<file path="src/rtl/fcd_pkg.sv">
// ----------------------------------------------------------------------------
// fcd_pkg
// Shared types and constants of the framed command decoder: framing
// characters, command and event codes, and the keyword table.
// ----------------------------------------------------------------------------
package fcd_pkg;

    localparam logic [7:0] CH_END   = 8'h23;
    localparam logic [7:0] CH_START = 8'h2A;

    // longest keyword; only this many leading bytes of a command are kept
    localparam int KEY_MAX  = 7;
    localparam int NUM_KEYS = 7;

    localparam logic [7:0] MOTOR_HALF = 8'd127;
    localparam logic [7:0] MOTOR_FULL = 8'd255;

    typedef logic [0:KEY_MAX-1][7:0] text_t;

    typedef enum logic [2:0] {
        CMD_INVALID  = 3'd0,
        CMD_LED_ON   = 3'd1,
        CMD_LED_OFF  = 3'd2,
        CMD_HALF     = 3'd3,
        CMD_FULL     = 3'd4,
        CMD_OPEN     = 3'd5,
        CMD_CLOSE    = 3'd6,
        CMD_STATUS   = 3'd7
    } cmd_code_t;

    typedef enum logic [1:0] {
        EV_NONE     = 2'd0,
        EV_DONE     = 2'd1,
        EV_TOO_LONG = 2'd2
    } event_kind_t;

    typedef enum logic [1:0] {
        LVL_NONE = 2'd0,
        LVL_COOL = 2'd1,
        LVL_WARM = 2'd2,
        LVL_HOT  = 2'd3
    } temp_level_t;

    // view of the command buffer handed to the keyword matcher
    typedef struct packed {
        logic        valid;
        logic [2:0]  len;
        text_t       text;
    } text_view_t;

    // keyword text, first character at index 0, zero padded
    localparam text_t KEY_TEXT [NUM_KEYS] = '{
        {"LED_ON",  8'h00},
        {"LED_OFF"},
        {"MS_50",   16'h0000},
        {"MS_100",  8'h00},
        {"D_OP",    24'h000000},
        {"D_CL",    24'h000000},
        {"SC",      40'h0000000000}
    };

    localparam logic [2:0] KEY_LEN [NUM_KEYS] = '{
        3'd6, 3'd7, 3'd5, 3'd6, 3'd4, 3'd4, 3'd2
    };

endpackage

</file>
<file path="src/rtl/fcd_match.sv">
// ----------------------------------------------------------------------------
// fcd_match
// Compares the buffered command text against the keyword table and returns
// the command code of the matching keyword, or the invalid code.
// ----------------------------------------------------------------------------
module fcd_match (
    input  fcd_pkg::text_view_t view,
    output fcd_pkg::cmd_code_t  code
);

    logic [fcd_pkg::NUM_KEYS-1:0] hit;

    // length and content must both agree
    always_comb
    begin
        for (int k = 0; k < fcd_pkg::NUM_KEYS; k++)
        begin
            hit[k] = view.valid && (view.len == fcd_pkg::KEY_LEN[k]);
            for (int i = 0; i < fcd_pkg::KEY_MAX; i++)
            begin
                if ((i < int'(fcd_pkg::KEY_LEN[k]))
                    && (view.text[i] != fcd_pkg::KEY_TEXT[k][i]))
                begin
                    hit[k] = 1'b0;
                end
            end
        end
    end

    always_comb
    begin
        code = fcd_pkg::CMD_INVALID;
        for (int k = fcd_pkg::NUM_KEYS - 1; k >= 0; k--)
        begin
            if (hit[k])
            begin
                code = fcd_pkg::cmd_code_t'(3'(k + 1));
            end
        end
    end

endmodule

</file>
<file path="src/rtl/framed_command_decoder.sv">
// ----------------------------------------------------------------------------
// framed_command_decoder
// Serial command decoder: echoes bytes, frames commands with '*' and '#',
// decodes keywords into LED, motor, door and temperature status outputs.
// ----------------------------------------------------------------------------
// One received byte enters per clock and its result appears on the master
// side in the next cycle, held in a single result register; a new byte is
// taken whenever that register is empty or is being drained in the same
// cycle, so the sustained rate is one byte per cycle. A '#' is decoded in
// the cycle it arrives. Only the first seven command bytes are stored, as
// no keyword is longer; the fill count still runs up to MAX_TEXT-1 before
// a too-long event. The user must write the temperature thresholds over the
// APB port only while no transfer is in flight; the block does not enforce it.
module framed_command_decoder #(
    parameter int MAX_TEXT = 20
) (
    input  logic        clk,
    input  logic        rst_n,
    // slave side, s_tdata: rx_byte[7:0], adc_sample[17:8], zero [23:18]
    input  logic        s_tvalid,
    output logic        s_tready,
    input  logic [23:0] s_tdata,
    // master side, m_tdata: echo_byte[7:0], blue_led_on[8], door_open[9],
    // motor_compare[17:10], temp_level[19:18], reported_sample[29:20], zero
    output logic        m_tvalid,
    input  logic        m_tready,
    output logic [31:0] m_tdata,
    // m_tuser: event_kind[1:0], command_code[4:2]
    output logic [4:0]  m_tuser,
    // configuration
    input  logic        psel,
    input  logic        penable,
    input  logic        pwrite,
    input  logic [2:0]  paddr,
    input  logic [31:0] pwdata,
    output logic [31:0] prdata,
    output logic        pready
);

    localparam int FILL_W = $clog2(MAX_TEXT);
    localparam logic [FILL_W-1:0] FILL_LAST = FILL_W'(MAX_TEXT - 1);
    localparam logic [FILL_W-1:0] KEEP_MAX  = FILL_W'(fcd_pkg::KEY_MAX);

    // configuration registers
    logic [9:0] cool_max_reg;
    logic [9:0] warm_max_reg;

    // decoder state
    fcd_pkg::text_t       text_reg, text_next;
    logic [FILL_W-1:0]    fill_reg, fill_next;
    logic                 blue_reg, blue_next;
    logic                 door_reg, door_next;
    logic [7:0]           speed_reg, speed_next;
    fcd_pkg::temp_level_t level_reg, level_next;
    logic [9:0]           sample_reg, sample_next;

    // result register
    logic        m_valid_reg;
    logic [31:0] m_data_reg;
    logic [4:0]  m_user_reg;

    logic                 s_fire;
    logic [7:0]           rx_byte;
    logic [9:0]           adc_sample;
    fcd_pkg::text_view_t  view;
    fcd_pkg::cmd_code_t   match_code;
    fcd_pkg::cmd_code_t   code;
    fcd_pkg::event_kind_t ev;

    assign rx_byte    = s_tdata[7:0];
    assign adc_sample = s_tdata[17:8];
    assign s_tready   = !m_valid_reg || m_tready;
    assign s_fire     = s_tvalid && s_tready;

    // ---------------- configuration port ----------------
    assign pready = 1'b1;
    assign prdata = paddr[2] ? {22'd0, warm_max_reg} : {22'd0, cool_max_reg};

    always_ff @(posedge clk or negedge rst_n)
    begin
        if (!rst_n)
        begin
            cool_max_reg <= 10'd53;
            warm_max_reg <= 10'd73;
        end
        else if (psel && penable && pwrite && pready)
        begin
            if (paddr[2])
            begin
                warm_max_reg <= pwdata[9:0];
            end
            else
            begin
                cool_max_reg <= pwdata[9:0];
            end
        end
    end

    // ---------------- keyword match ----------------
    assign view.valid = (fill_reg >> 3) == '0;
    assign view.len   = fill_reg[2:0];
    assign view.text  = text_reg;

    fcd_match u_match (
        .view (view),
        .code (match_code)
    );

    // ---------------- next state ----------------
    always_comb
    begin
        text_next   = text_reg;
        fill_next   = fill_reg;
        blue_next   = blue_reg;
        door_next   = door_reg;
        speed_next  = speed_reg;
        level_next  = level_reg;
        sample_next = sample_reg;
        ev          = fcd_pkg::EV_NONE;
        code        = fcd_pkg::CMD_INVALID;

        if (rx_byte == fcd_pkg::CH_END)
        begin
            ev        = fcd_pkg::EV_DONE;
            code      = match_code;
            fill_next = '0;
            unique case (match_code)
                fcd_pkg::CMD_LED_ON:  blue_next  = 1'b1;
                fcd_pkg::CMD_LED_OFF: blue_next  = 1'b0;
                fcd_pkg::CMD_HALF:    speed_next = fcd_pkg::MOTOR_HALF;
                fcd_pkg::CMD_FULL:    speed_next = fcd_pkg::MOTOR_FULL;
                fcd_pkg::CMD_OPEN:    door_next  = 1'b1;
                fcd_pkg::CMD_CLOSE:   door_next  = 1'b0;
                fcd_pkg::CMD_STATUS:
                begin
                    sample_next = adc_sample;
                    // cool is tested first, whatever the threshold order
                    if (adc_sample <= cool_max_reg)
                    begin
                        level_next = fcd_pkg::LVL_COOL;
                    end
                    else if (adc_sample <= warm_max_reg)
                    begin
                        level_next = fcd_pkg::LVL_WARM;
                    end
                    else
                    begin
                        level_next = fcd_pkg::LVL_HOT;
                    end
                end
                default: ;
            endcase
        end
        else if (rx_byte == fcd_pkg::CH_START)
        begin
            fill_next = '0;
        end
        else if (fill_reg < FILL_LAST)
        begin
            // bytes beyond the longest keyword only advance the count
            if (fill_reg < KEEP_MAX)
            begin
                text_next[fill_reg[2:0]] = rx_byte;
            end
            fill_next = fill_reg + 1'b1;
        end
        else
        begin
            fill_next = '0;
            ev        = fcd_pkg::EV_TOO_LONG;
        end
    end

    // ---------------- state registers ----------------
    always_ff @(posedge clk or negedge rst_n)
    begin
        if (!rst_n)
        begin
            fill_reg   <= '0;
            blue_reg   <= 1'b0;
            door_reg   <= 1'b0;
            speed_reg  <= '0;
            level_reg  <= fcd_pkg::LVL_NONE;
            sample_reg <= '0;
        end
        else if (s_fire)
        begin
            fill_reg   <= fill_next;
            blue_reg   <= blue_next;
            door_reg   <= door_next;
            speed_reg  <= speed_next;
            level_reg  <= level_next;
            sample_reg <= sample_next;
        end
    end

    always_ff @(posedge clk)
    begin
        if (s_fire)
        begin
            text_reg <= text_next;
        end
    end

    // ---------------- result register ----------------
    always_ff @(posedge clk or negedge rst_n)
    begin
        if (!rst_n)
        begin
            m_valid_reg <= 1'b0;
        end
        else if (s_fire)
        begin
            m_valid_reg <= 1'b1;
        end
        else if (m_tready)
        begin
            m_valid_reg <= 1'b0;
        end
    end

    always_ff @(posedge clk)
    begin
        if (s_fire)
        begin
            m_data_reg <= {2'b00, sample_next, level_next, speed_next,
                           door_next, blue_next, rx_byte};
            m_user_reg <= {code, ev};
        end
    end

    assign m_tvalid = m_valid_reg;
    assign m_tdata  = m_data_reg;
    assign m_tuser  = m_user_reg;

    // ---------------- assertions ----------------
    a_fill_range: assert property (@(posedge clk) disable iff (!rst_n)
        fill_reg <= FILL_LAST)
        else $error("fill count beyond buffer size");

    a_frame_clears: assert property (@(posedge clk) disable iff (!rst_n)
        s_fire && ((rx_byte == fcd_pkg::CH_END) || (rx_byte == fcd_pkg::CH_START))
        |=> fill_reg == '0)
        else $error("framing byte did not empty the buffer");

    a_code_only_on_done: assert property (@(posedge clk) disable iff (!rst_n)
        m_tvalid && (m_tuser[1:0] != fcd_pkg::EV_DONE) |-> m_tuser[4:2] == 3'd0)
        else $error("command code without completed command");

    a_motor_values: assert property (@(posedge clk) disable iff (!rst_n)
        (speed_reg == 8'd0) || (speed_reg == fcd_pkg::MOTOR_HALF)
        || (speed_reg == fcd_pkg::MOTOR_FULL))
        else $error("unexpected motor compare value");

    a_accept_when_empty: assert property (@(posedge clk) disable iff (!rst_n)
        !m_valid_reg |-> s_tready)
        else $error("input stalled with empty result register");

endmodule

</file>
<file path="config.mk">
export PLATFORM = sky130hd
export DESIGN_NAME = framed_command_decoder
export DESIGN_NICKNAME = d
export VERILOG_FILES = /design/src/rtl/fcd_pkg.sv /design/src/rtl/fcd_match.sv /design/src/rtl/framed_command_decoder.sv
export SDC_FILE = /design/constraint.sdc
export NUM_CORES = 1
export LEC_CHECK = 0
export BUFFER_PORTS_ARGS = -buffer_cell sky130_fd_sc_hd__buf_4
export CAP_MARGIN = 15
export CORE_UTILIZATION = 35
export CTS_CLUSTER_DIAMETER = 200
export DETAILED_ROUTE_END_ITERATION = 8
export GPL_ROUTABILITY_DRIVEN = 0
export SLEW_MARGIN = 0
export SYNTH_ARGS = -nofsm -noshare
export SYNTH_HDL_FRONTEND = slang
export SYNTH_SLANG_ARGS = --single-unit
export TNS_END_PERCENT = 5
</file>
<file path="constraint.sdc">
create_clock -name clk -period 4.5 [get_ports clk]
set_input_delay 0.45 -clock clk [delete_from_list [all_inputs] [get_ports clk]]
set_output_delay 0.45 -clock clk [all_outputs]
set_load 0.005 [all_outputs]
</file>
==> results of run 1 <==
==> power by group <==
part           internal (mW)  switching [mW]  total (mW)
combinational          0.213           0.247       0.460
clock                  0.915           0.516        1.43
sequential              1.50           0.101        1.60
total                   2.62           0.864        3.49
==> logic make-up after synthesis <==
family / synth area share, %
flip-flops: 59.7
adder cells (fa/ha/maj): 4.74
other: 0.114
multiplexers: 6.65
AO/OA/AOI/OAI: 6.86
buffers and inverters: 4.83
AND/OR/NAND/NOR: 17.0
XOR/XNOR: 0.133
==> synthesized netlist by cell type, types with 4 or more instances <==
cell and instances:
mux2_2 29, dfrtp_1 41, a21o_1 7, nand2b_1 18, dfstp_2 7, nor3_1 13, or4_1 7, nand4b_1 5
a21oi_1 13, o21ai_0 17, nor2b_1 6, nand4_1 12, nand2_1 33, mux2_1 10, nand3_1 11, edfxtp_1 91
o211ai_1 5, nor4bb_1 5, nand3b_1 5, nor2_1 17, clkbuf_1 7, nor4b_1 7, nand4bb_1 4, ha_1 25
inv_1 28, o31ai_1 9, nor4_1 8, buf_4 25
==> how the worst max path moves through the flow <==
stage                       from      endpoint  slack (ns)  depth (start not counted)
floorplan               m_tready  text_reg[24]        1.10                          7
global placement    text_reg[37]    m_tdata[9]        1.51                          6
detailed placement   fill_reg[0]   m_tdata[28]        1.45                          7
CTS                  fill_reg[0]   m_tdata[28]        1.43                          7
global route         fill_reg[0]   m_tdata[24]        1.22                          7
finish              text_reg[39]    m_tdata[9]        1.41                          6
==> cell type report <==
class	instances	area, sq um	share of cell area (%)
Sequential cell	139	3940	48.9
Inverter	28	105	1.30
Clock inverter	5	35.0	0.435
Timing Repair Buffer	89	668	8.29
Multi-Input combinational cell	338	2430	30.1
Clock buffer	27	597	7.40
Tap cell	229	287	3.55
==> per-layer routing <==
layer	track usage (%)	wire length, microns	part of all wire (%)	vias up
li1	-	-	-	2104
met1	20.4	6710	45	2159
met2	25.8	6960	47	162
met3	3.92	847	5.7	24
met4	6.43	284	1.9	0
met5	0	0	0	-
==> critical path, cell delays in order, from the launching register on <==
cell	delay, ns
edfxtp_1	0.40
nor4b_1	0.76
nand4_1	0.32
nor4_1	0.69
a221oi_1	0.27
o31ai_1	0.28
o31ai_1	0.10
==> cells in the final DEF, fill, tap and decap left out, drive strengths merged, types with 4 or more instances in the layout <==
cell	n
nand4bb	4
nor4b	7
a21o	7
o31ai	9
o211ai	5
nor4bb	5
nor2	17
nor2b	6
clkbuf	27
dfstp	7
or2	4
buf	89
nor3	14
nor4	8
nand4	12
o21ai	17
nand2b	18
or4b	5
or4	8
dfrtp	41
a21oi	13
nand3	11
nand2	33
nand4b	5
ha	25
conb	25
mux2	39
nand3b	5
edfxtp	91
inv	31
==> reports/metrics.cfg, run 1 <==
[outcome]
status=completed

[timing]
slew_headroom_pct=31.5
drv_slew=0
setup_viol=0
holdWs_ns=0.0506
final.min_clock_period_ns=3.09
worst_slew_pin_slew_ns=1.02
setup_slack_ns=1.41
fin_tns_setup_ns=0
rsz0062_at_grt=false
max_freq_mhz=323
final-hold-violation-count=0
finClkSkew_ns=0.00806
min_period_over_period_pct=68.8

[worst_setup_path]
reg2reg_depth=6
rr_startpoint=text_reg[39]
cp-start-kind=flip-flop
reg2reg_to=m_tdata[9]
crit_arrival_ns=3.24
crit_path_end_kind=flip-flop
reg2reg_setup_slack_ns=1.41
path_max_fanout=4
path_class=flip-flop to flip-flop
crit_required_ns=4.64

[synth]
synth_edf_count=91
avgSynthCellArea_sq_um=12.8
synthCells=514
synth.distinct_cells=58
yosys_warnings=0
synth_top_area_cell=edfxtp_1
netlist_area_sq_mm=0.00660
synth.yosys.seq_area_share_pct=59.7
synth_flop_cell=edfxtp_1
ys_async_sr_fraction_pct=34.5
synth_top_area_share_pct=41.4
ys_top_cells_by_area=edfxtp_1 (41%), dfrtp_1 (16%), mux2_2 (4.9%)
ys_ff_latch=139

[routing]
drc=0
wl_per_cell_microns=17.3
vias=4449
drtIter0Drc=292
routed_wl_mm=14.8
firstDrtPassIters=5
drtAntennaViolNets=0
viasPerCell=5.20

[placement]
port_buffers=82
place_ws_ns=1.45
dp_hpwl_mm=10.7
placedCellCount=823
post_dp_cell_area_sq_mm=0.00743

[finish]
finish.utilization_pct=44.3
area_growth_pct=22.1
drive_above_1_share_pct=26.4
largest_register_ffs=56
n_fill_cell=1655
layout.cells.non_filler=855
diodes=0
nets=704
finalInstanceArea_sq_mm=0.00806

[clocking]
clk_pin_slew_worst_paths_ns=0.06
cts_sinks=139
postCtsSetupRepairBufs=0
cts_tree=done
hold_buffers=0
clk_latency_ns=0.42
cts_buffer_depth=2
h-tree-depth=4
cts_made_buffers=17
root_buffer=clkbuf_16
cts_resized=0

[floorplanning]
pin_count=138
start_util_pct=36.3
placementRows=49
die_height_microns=139
die-area_sq_mm=0.0194
core_area_sq_mm=0.0182
die_x_microns=139

[pwr]
leakagePower_nw=3.33
total_power_mw=3.49
peakVddDrop_uv=264
powerDensity_mw_per_mm2=433

[global_routing]
antenna_found_initial=0
grt_max_degree=49
grt_pass1_vias=4440
grt_usage_pct=15.9
grt_first_pass_wirelength_mm=23.8
overflow=0

[job]
cap_violations=0

[worst_hold_path]
hp-class=input port to async pin

Note: power is estimated with default switching activity, not from simulation.
==> run 2: changes to the inputs <==
- clock period: 4.5 -> 2.8 ns (I/O delays scaled with it)
==> run 2 against run 1 <==
  * Cell count up 2.2%
  * Sequential power increased by 58%
  * Flip-flop and latch count unchanged
  * Maximum frequency rose by 13%
  * Critical endpoint is now m_tdata[17]
  * Hold slack improved by 0.027 ns
  * Die area unchanged
  * Routed wire length grew 0.97%
  * Highest routed layer unchanged
  * Total power is 66% higher
  * Non-clock buffer count is 19 higher
  * Global-route usage is essentially flat
  * Critical path depth increased by 1
  * Design area increased by 2.1%
==> reports/metrics.cfg, run 2 (synthesis gave the netlist of run 1 again) <==
[worst_setup_path]
cp-start-kind=flip-flop  ; unchanged
crit_path_end_kind=flip-flop  ; unchanged
crit_arrival_ns=2.97  ; was 3.24 ns
slowest_delay_ns=0.54  ; was 0.76 ns
cp_cell_sequence=or4b_1, or4_4, nor4_1, buf_4, a21boi_1, and2_4, o31ai_1  ; was nor4b_1, nand4_1, nor4_1, a221oi_1, o31ai_1, o31ai_1
path_class=flip-flop to flip-flop  ; unchanged
crit_required_ns=3.04  ; was 4.64 ns
path_max_fanout=6  ; was 4
slowest_stage=or4b_1  ; was nor4b_1

[routing]
routed_wl_mm=14.9  ; was 14.8 mm
vias=4501  ; was 4449
wl_per_cell_microns=17.1  ; was 17.3 microns
drc=0  ; unchanged
drtAntennaViolNets=0  ; unchanged
firstDrtPassIters=6  ; was 5
drtIter0Drc=306  ; was 292
viasPerCell=5.15  ; was 5.20

[placement]
placedCellCount=840  ; was 823
port_buffers=82  ; unchanged
dp_hpwl_mm=10.8  ; was 10.7 mm

[global_routing]
grt_pass1_vias=4480  ; was 4440
grt_first_pass_wirelength_mm=23.9  ; was 23.8 mm
overflow=0  ; unchanged
grt_usage_pct=16.0  ; was 15.9%
antenna_found_initial=0  ; unchanged
grt_max_degree=49  ; unchanged

[finish]
area_growth_pct=24.7  ; was 22.1%
layout.cells.non_filler=874  ; was 855
final_common_cell=buf_4  ; was edfxtp_1
n_fill_cell=1629  ; was 1655
diodes=0  ; unchanged
layout_common_cells=buf_4 (107), edfxtp_1 (91), dfrtp_1 (41)  ; was edfxtp_1 (91), buf_4 (89), dfrtp_1 (41)
nets=723  ; was 704
largest_register_ffs=56  ; unchanged
drive_above_1_share_pct=28.4  ; was 26.4%

[clocking]
clk_pin_slew_worst_paths_ns=0.06  ; about the same
cts_sinks=139  ; unchanged
clk_latency_ns=0.41  ; was 0.42 ns
h-tree-depth=4  ; unchanged
cts_buffer_depth=2  ; unchanged
root_buffer=clkbuf_16  ; unchanged
cts_made_buffers=17  ; unchanged
cts_tree=done  ; unchanged

[floorplanning]
die_height_microns=139  ; unchanged
die-area_sq_mm=0.0194  ; unchanged
placementRows=49  ; unchanged
pin_count=138  ; unchanged
die_x_microns=139  ; unchanged
start_util_pct=36.3  ; unchanged
core_area_sq_mm=0.0182  ; unchanged

[timing]
drv_slew=0  ; unchanged
worst_slew_pin_slew_ns=0.633  ; was 1.02 ns
final.min_clock_period_ns=2.73  ; was 3.09 ns
finClkSkew_ns=0.00646  ; was 0.00806 ns
setup_viol=0  ; unchanged
slew_headroom_pct=57.8  ; was 31.5%
min_period_over_period_pct=97.6  ; was 68.8%
max_freq_mhz=366  ; was 323 MHz
holdWs_ns=0.0779  ; was 0.0506 ns
final-hold-violation-count=0  ; unchanged

[job]
cap_violations=0  ; unchanged

[pwr]
leakagePower_nw=3.42  ; was 3.33 nW
powerDensity_mw_per_mm2=702  ; was 433 mW/mm^2
peakVddDrop_uv=462  ; was 264 uV

[outcome]
status=completed  ; unchanged

[worst_hold_path]
hp-class=input port to flip-flop  ; was input port to async pin

-- run 2: cell types whose count changed in the layout (fill, tap and decap cells not counted), sizes merged --
cell / change
buf: +18
bufinv: +5
clkbuf: -6
clkinv: +3
clkinvlp: +2
dlygate4sd3: +1
inv: -4
-- run 2: power by group --
group          total [mW]  switching (mW)  internal [mW]
Combinational       0.814           0.436          0.377
Clock                2.43           0.826           1.60
Sequential           2.53           0.130           2.40
Total                5.78            1.39           4.38
-- run 2: layout make-up --
type / instances / area [sq um] / area share, %
Tap cell: 229 / 287 / 3.48
Timing Repair Buffer: 108 / 813 / 9.88
Sequential cell: 139 / 3940 / 47.9
Inverter: 28 / 109 / 1.32
Clock buffer: 21 / 450 / 5.47
Multi-Input combinational cell: 338 / 2440 / 29.6
Clock inverter: 11 / 193 / 2.34
-- run 2: path summary, 6_finish.rpt --
check,from,end,slack (ns),depth (start not counted)
hold reg to reg,speed_reg[2],speed_reg[2],0.46,1
setup reg to reg,fill_reg[3],m_tdata[17],0.07,7
min in group asynchronous,rst_n,speed_reg[3],0.42,2
max in group asynchronous,rst_n,cool_max_reg[8],1.93,2
hold / removal,s_tvalid,m_tvalid,0.08,2
setup / recovery,fill_reg[3],m_tdata[17],0.07,7
-- run 2: timing repair --
item,4_1_cts,5_1_grt
resized for setup,0,1
hold endpoints to repair,41,0
hold buffers,1,0
endpoints found under the setup margin,0,1
buffers inserted,0,1
-- run 2: worst max-delay path, delay by kind of cell, from the launching register on --
family | cells | cell delay (ns)
AOI/OAI and AO/OA | 2 | 0.30
buffers and inverters | 1 | 0.20
and+or+nand+nor | 4 | 1.63
DFF | 1 | 0.44
-- run 2: per-layer routing --
layer	vias up	routed length [microns]	share of wire, %	track usage, %
met2	174	7170	48	26.7
met3	27	861	5.8	3.92
met1	2167	6590	44	19.7
li1	2133	-	-	-
met5	-	0	0	0
met4	0	324	2.2	6.43
-- run 2: per-stage QoR --
stage / utilization [%] / power, mW / TNS [ns] / cell area, sq um / setup slack, ns
final: 45.2 / 5.78 / 0 / 8230 / 0.0682
after global routing: 45.2 / 6.01 / -0.00374 / 8230 / -0.00374
after CTS: 45.1 / 5.83 / 0 / 8220 / 0.0563
after detailed placement: 41.6 / 3.38 / 0 / 7570 / 0.0836
after global placement: 41.6 / 3.35 / 0 / 7570 / 0.126
after floorplan: - / 3.02 / 0 / 6700 / 0.0464
==> run 3: changes to the inputs <==
- HOLD_SLACK_MARGIN: default -> 0.15
==> run 3 against run 2 <==
  * Sequential share of layout area decreased by 1.2 points
  * Count of clock-buffer cells in the layout unchanged
  * Combinational power grew 2.9%
  * Critical path depth unchanged
  * Core utilization is 1.2 points higher
  * Non-clock buffer count rose by 22
  * Clock power barely moved
  * Global-route usage is 0.14 points higher
  * Hold slack better by 0.093 ns
  * Routed wire length is 1.4% higher
  * Die area is the same
  * Critical path type unchanged
==> reports/metrics.cfg, run 3 (synthesis gave the netlist of run 1 again) <==
[outcome]
status=completed  ; unchanged

[clocking]
clk_pin_slew_worst_paths_ns=0.06  ; about the same
cts_tree=done  ; unchanged
cts_sinks=139  ; unchanged
cts_buffer_depth=2  ; unchanged
h-tree-depth=4  ; unchanged
cts_made_buffers=17  ; unchanged
root_buffer=clkbuf_16  ; unchanged
clk_latency_ns=0.41  ; about the same

[timing]
worst_slew_pin_slew_ns=0.638  ; was 0.633 ns
fin_tns_setup_ns=0  ; unchanged
setup_slack_ns=0.0542  ; was 0.0682 ns
min_period_over_period_pct=98.1  ; was 97.6%
final-hold-violation-count=0  ; unchanged
max_freq_mhz=364  ; was 366 MHz
finClkSkew_ns=0.00704  ; was 0.00646 ns
final.min_clock_period_ns=2.75  ; was 2.73 ns
holdWs_ns=0.171  ; was 0.0779 ns
slew_headroom_pct=57.5  ; was 57.8%
drv_slew=0  ; unchanged
setup_viol=0  ; unchanged

[floorplanning]
die_x_microns=139  ; unchanged
pin_count=138  ; unchanged
core_area_sq_mm=0.0182  ; unchanged
placementRows=49  ; unchanged
die-area_sq_mm=0.0194  ; unchanged
start_util_pct=36.3  ; unchanged
die_height_microns=139  ; unchanged

[finish]
final_common_cell=buf_4  ; unchanged
drive_above_1_share_pct=27.4  ; was 28.4%
layout.cells.non_filler=896  ; was 874
multi_input_area_sq_mm=0.00244  ; unchanged
nets=745  ; was 723
area_growth_pct=28.0  ; was 24.7%
largest_register_ffs=56  ; unchanged
finalInstanceArea_sq_mm=0.00845  ; was 0.00823 sq mm
layout_common_cells=buf_4 (107), edfxtp_1 (91), dfrtp_1 (41)  ; unchanged
n_fill_cell=1615  ; was 1629
register_area_sq_mm=0.00394  ; unchanged
finish.utilization_pct=46.4  ; was 45.2%
diodes=0  ; unchanged

[routing]
drtAntennaViolNets=0  ; unchanged
vias=4617  ; was 4501
drtIter0Drc=321  ; was 306
drc=0  ; unchanged
viasPerCell=5.15  ; about the same
routed_wl_mm=15.2  ; was 14.9 mm
wl_per_cell_microns=16.9  ; was 17.1 microns
firstDrtPassIters=5  ; was 6

[pwr]
seqPwrFrac_pct=43.7  ; was 43.9%
leakagePower_nw=3.51  ; was 3.42 nW
peakVddDrop_uv=459  ; was 462 uV
powerDensity_mw_per_mm2=687  ; was 702 mW/mm^2
p_int_mw=4.40  ; was 4.38 mW
clkPwrFrac_pct=41.9  ; was 42.0%
switching_share_pct=24.1  ; about the same
p_comb_share_pct=14.4  ; was 14.1%
total_power_mw=5.80  ; was 5.78 mW
p_sw_mw=1.40  ; was 1.39 mW

[global_routing]
antenna_found_initial=0  ; unchanged
busiest_layer=met2  ; unchanged
grt_first_pass_wirelength_mm=24.1  ; was 23.9 mm
grt_use_met3_pct=3.82  ; was 3.92%
grt_max_degree=49  ; unchanged
grt_pass1_vias=4573  ; was 4480
met2_usage_pct=27.2  ; was 26.7%
use_met1_pct=19.8  ; was 19.7%
grt_usage_pct=16.1  ; was 16.0%
overflow=0  ; unchanged

[worst_setup_path]
crit_required_ns=3.04  ; about the same
path_max_fanout=6  ; unchanged
path_class=flip-flop to flip-flop  ; unchanged
crit_path_end_kind=flip-flop  ; unchanged
crit_arrival_ns=2.98  ; was 2.97 ns
cp-start-kind=flip-flop  ; unchanged

[placement]
place_ws_ns=0.0836  ; unchanged
dp_hpwl_mm=10.8  ; unchanged
post_dp_cell_area_sq_mm=0.00757  ; unchanged
placedCellCount=840  ; unchanged
port_buffers=82  ; unchanged

[worst_hold_path]
hp-class=input port to flip-flop  ; unchanged

[job]
cap_violations=0  ; unchanged

==> run 3: cell types whose count changed in the layout (fill, tap and decap cells not counted) <==
cell           before  now
dlygate4sd3_1       1   23
==> run 3: per-layer routing <==
layer	vias up	share of wire [%]	wire length, microns
met5	-	0	0
met4	0	2.3	355
met3	32	4.9	742
met2	163	48	7250
met1	2244	45	6810
li1	2178	-	-
==> run 3: power groups by stage <==
stage / Combinational (mW) / Clock [mW] / Sequential (mW)
finish: 0.838 / 2.43 / 2.54
CTS: 0.842 / 2.48 / 2.53
global placement: 0.792 / 0 / 2.56
detailed placement: 0.811 / 0 / 2.57
global route: 0.933 / 2.55 / 2.55
floorplan: 0.482 / 0 / 2.53
==> run 3: critical path, stage by stage, from the launching register on <==
cell and delay (ns):
dfrtp_1 0.44, or4b_1 0.54, or4_4 0.50, nor4_1 0.43, buf_4 0.20, a21boi_1 0.07, and2_4 0.17, o31ai_1 0.23
==> run 3: worst paths after layout <==
check	start	endpoint	slack (ns)	cells after the start
setup / recovery	fill_reg[3]	m_tdata[17]	0.05	7
hold / removal	s_tdata[1]	text_reg[1]	0.17	1
setup reg to reg	fill_reg[3]	m_tdata[17]	0.05	7
hold reg to reg	speed_reg[2]	speed_reg[2]	0.46	1
max in group asynchronous	rst_n	cool_max_reg[8]	1.93	2
min in group asynchronous	rst_n	sample_reg[5]	0.43	2
==> run 3: repair_timing <==
| action | in CTS | in global routing |
|---|---|---|
| buffers inserted | 0 | 1 |
| hold endpoints to repair | 101 | 0 |
| setup endpoints to repair | 0 | 1 |
| resized for setup | 0 | 1 |
| hold buffers | 23 | 0 |
==> run 3: area by class of cell <==
type / instances / share of cell area, %
Clock buffer: 21 / 5.33
Clock inverter: 11 / 2.28
Inverter: 28 / 1.29
Multi-Input combinational cell: 338 / 28.8
Sequential cell: 139 / 46.6
Tap cell: 229 / 3.39
Timing Repair Buffer: 130 / 12.2
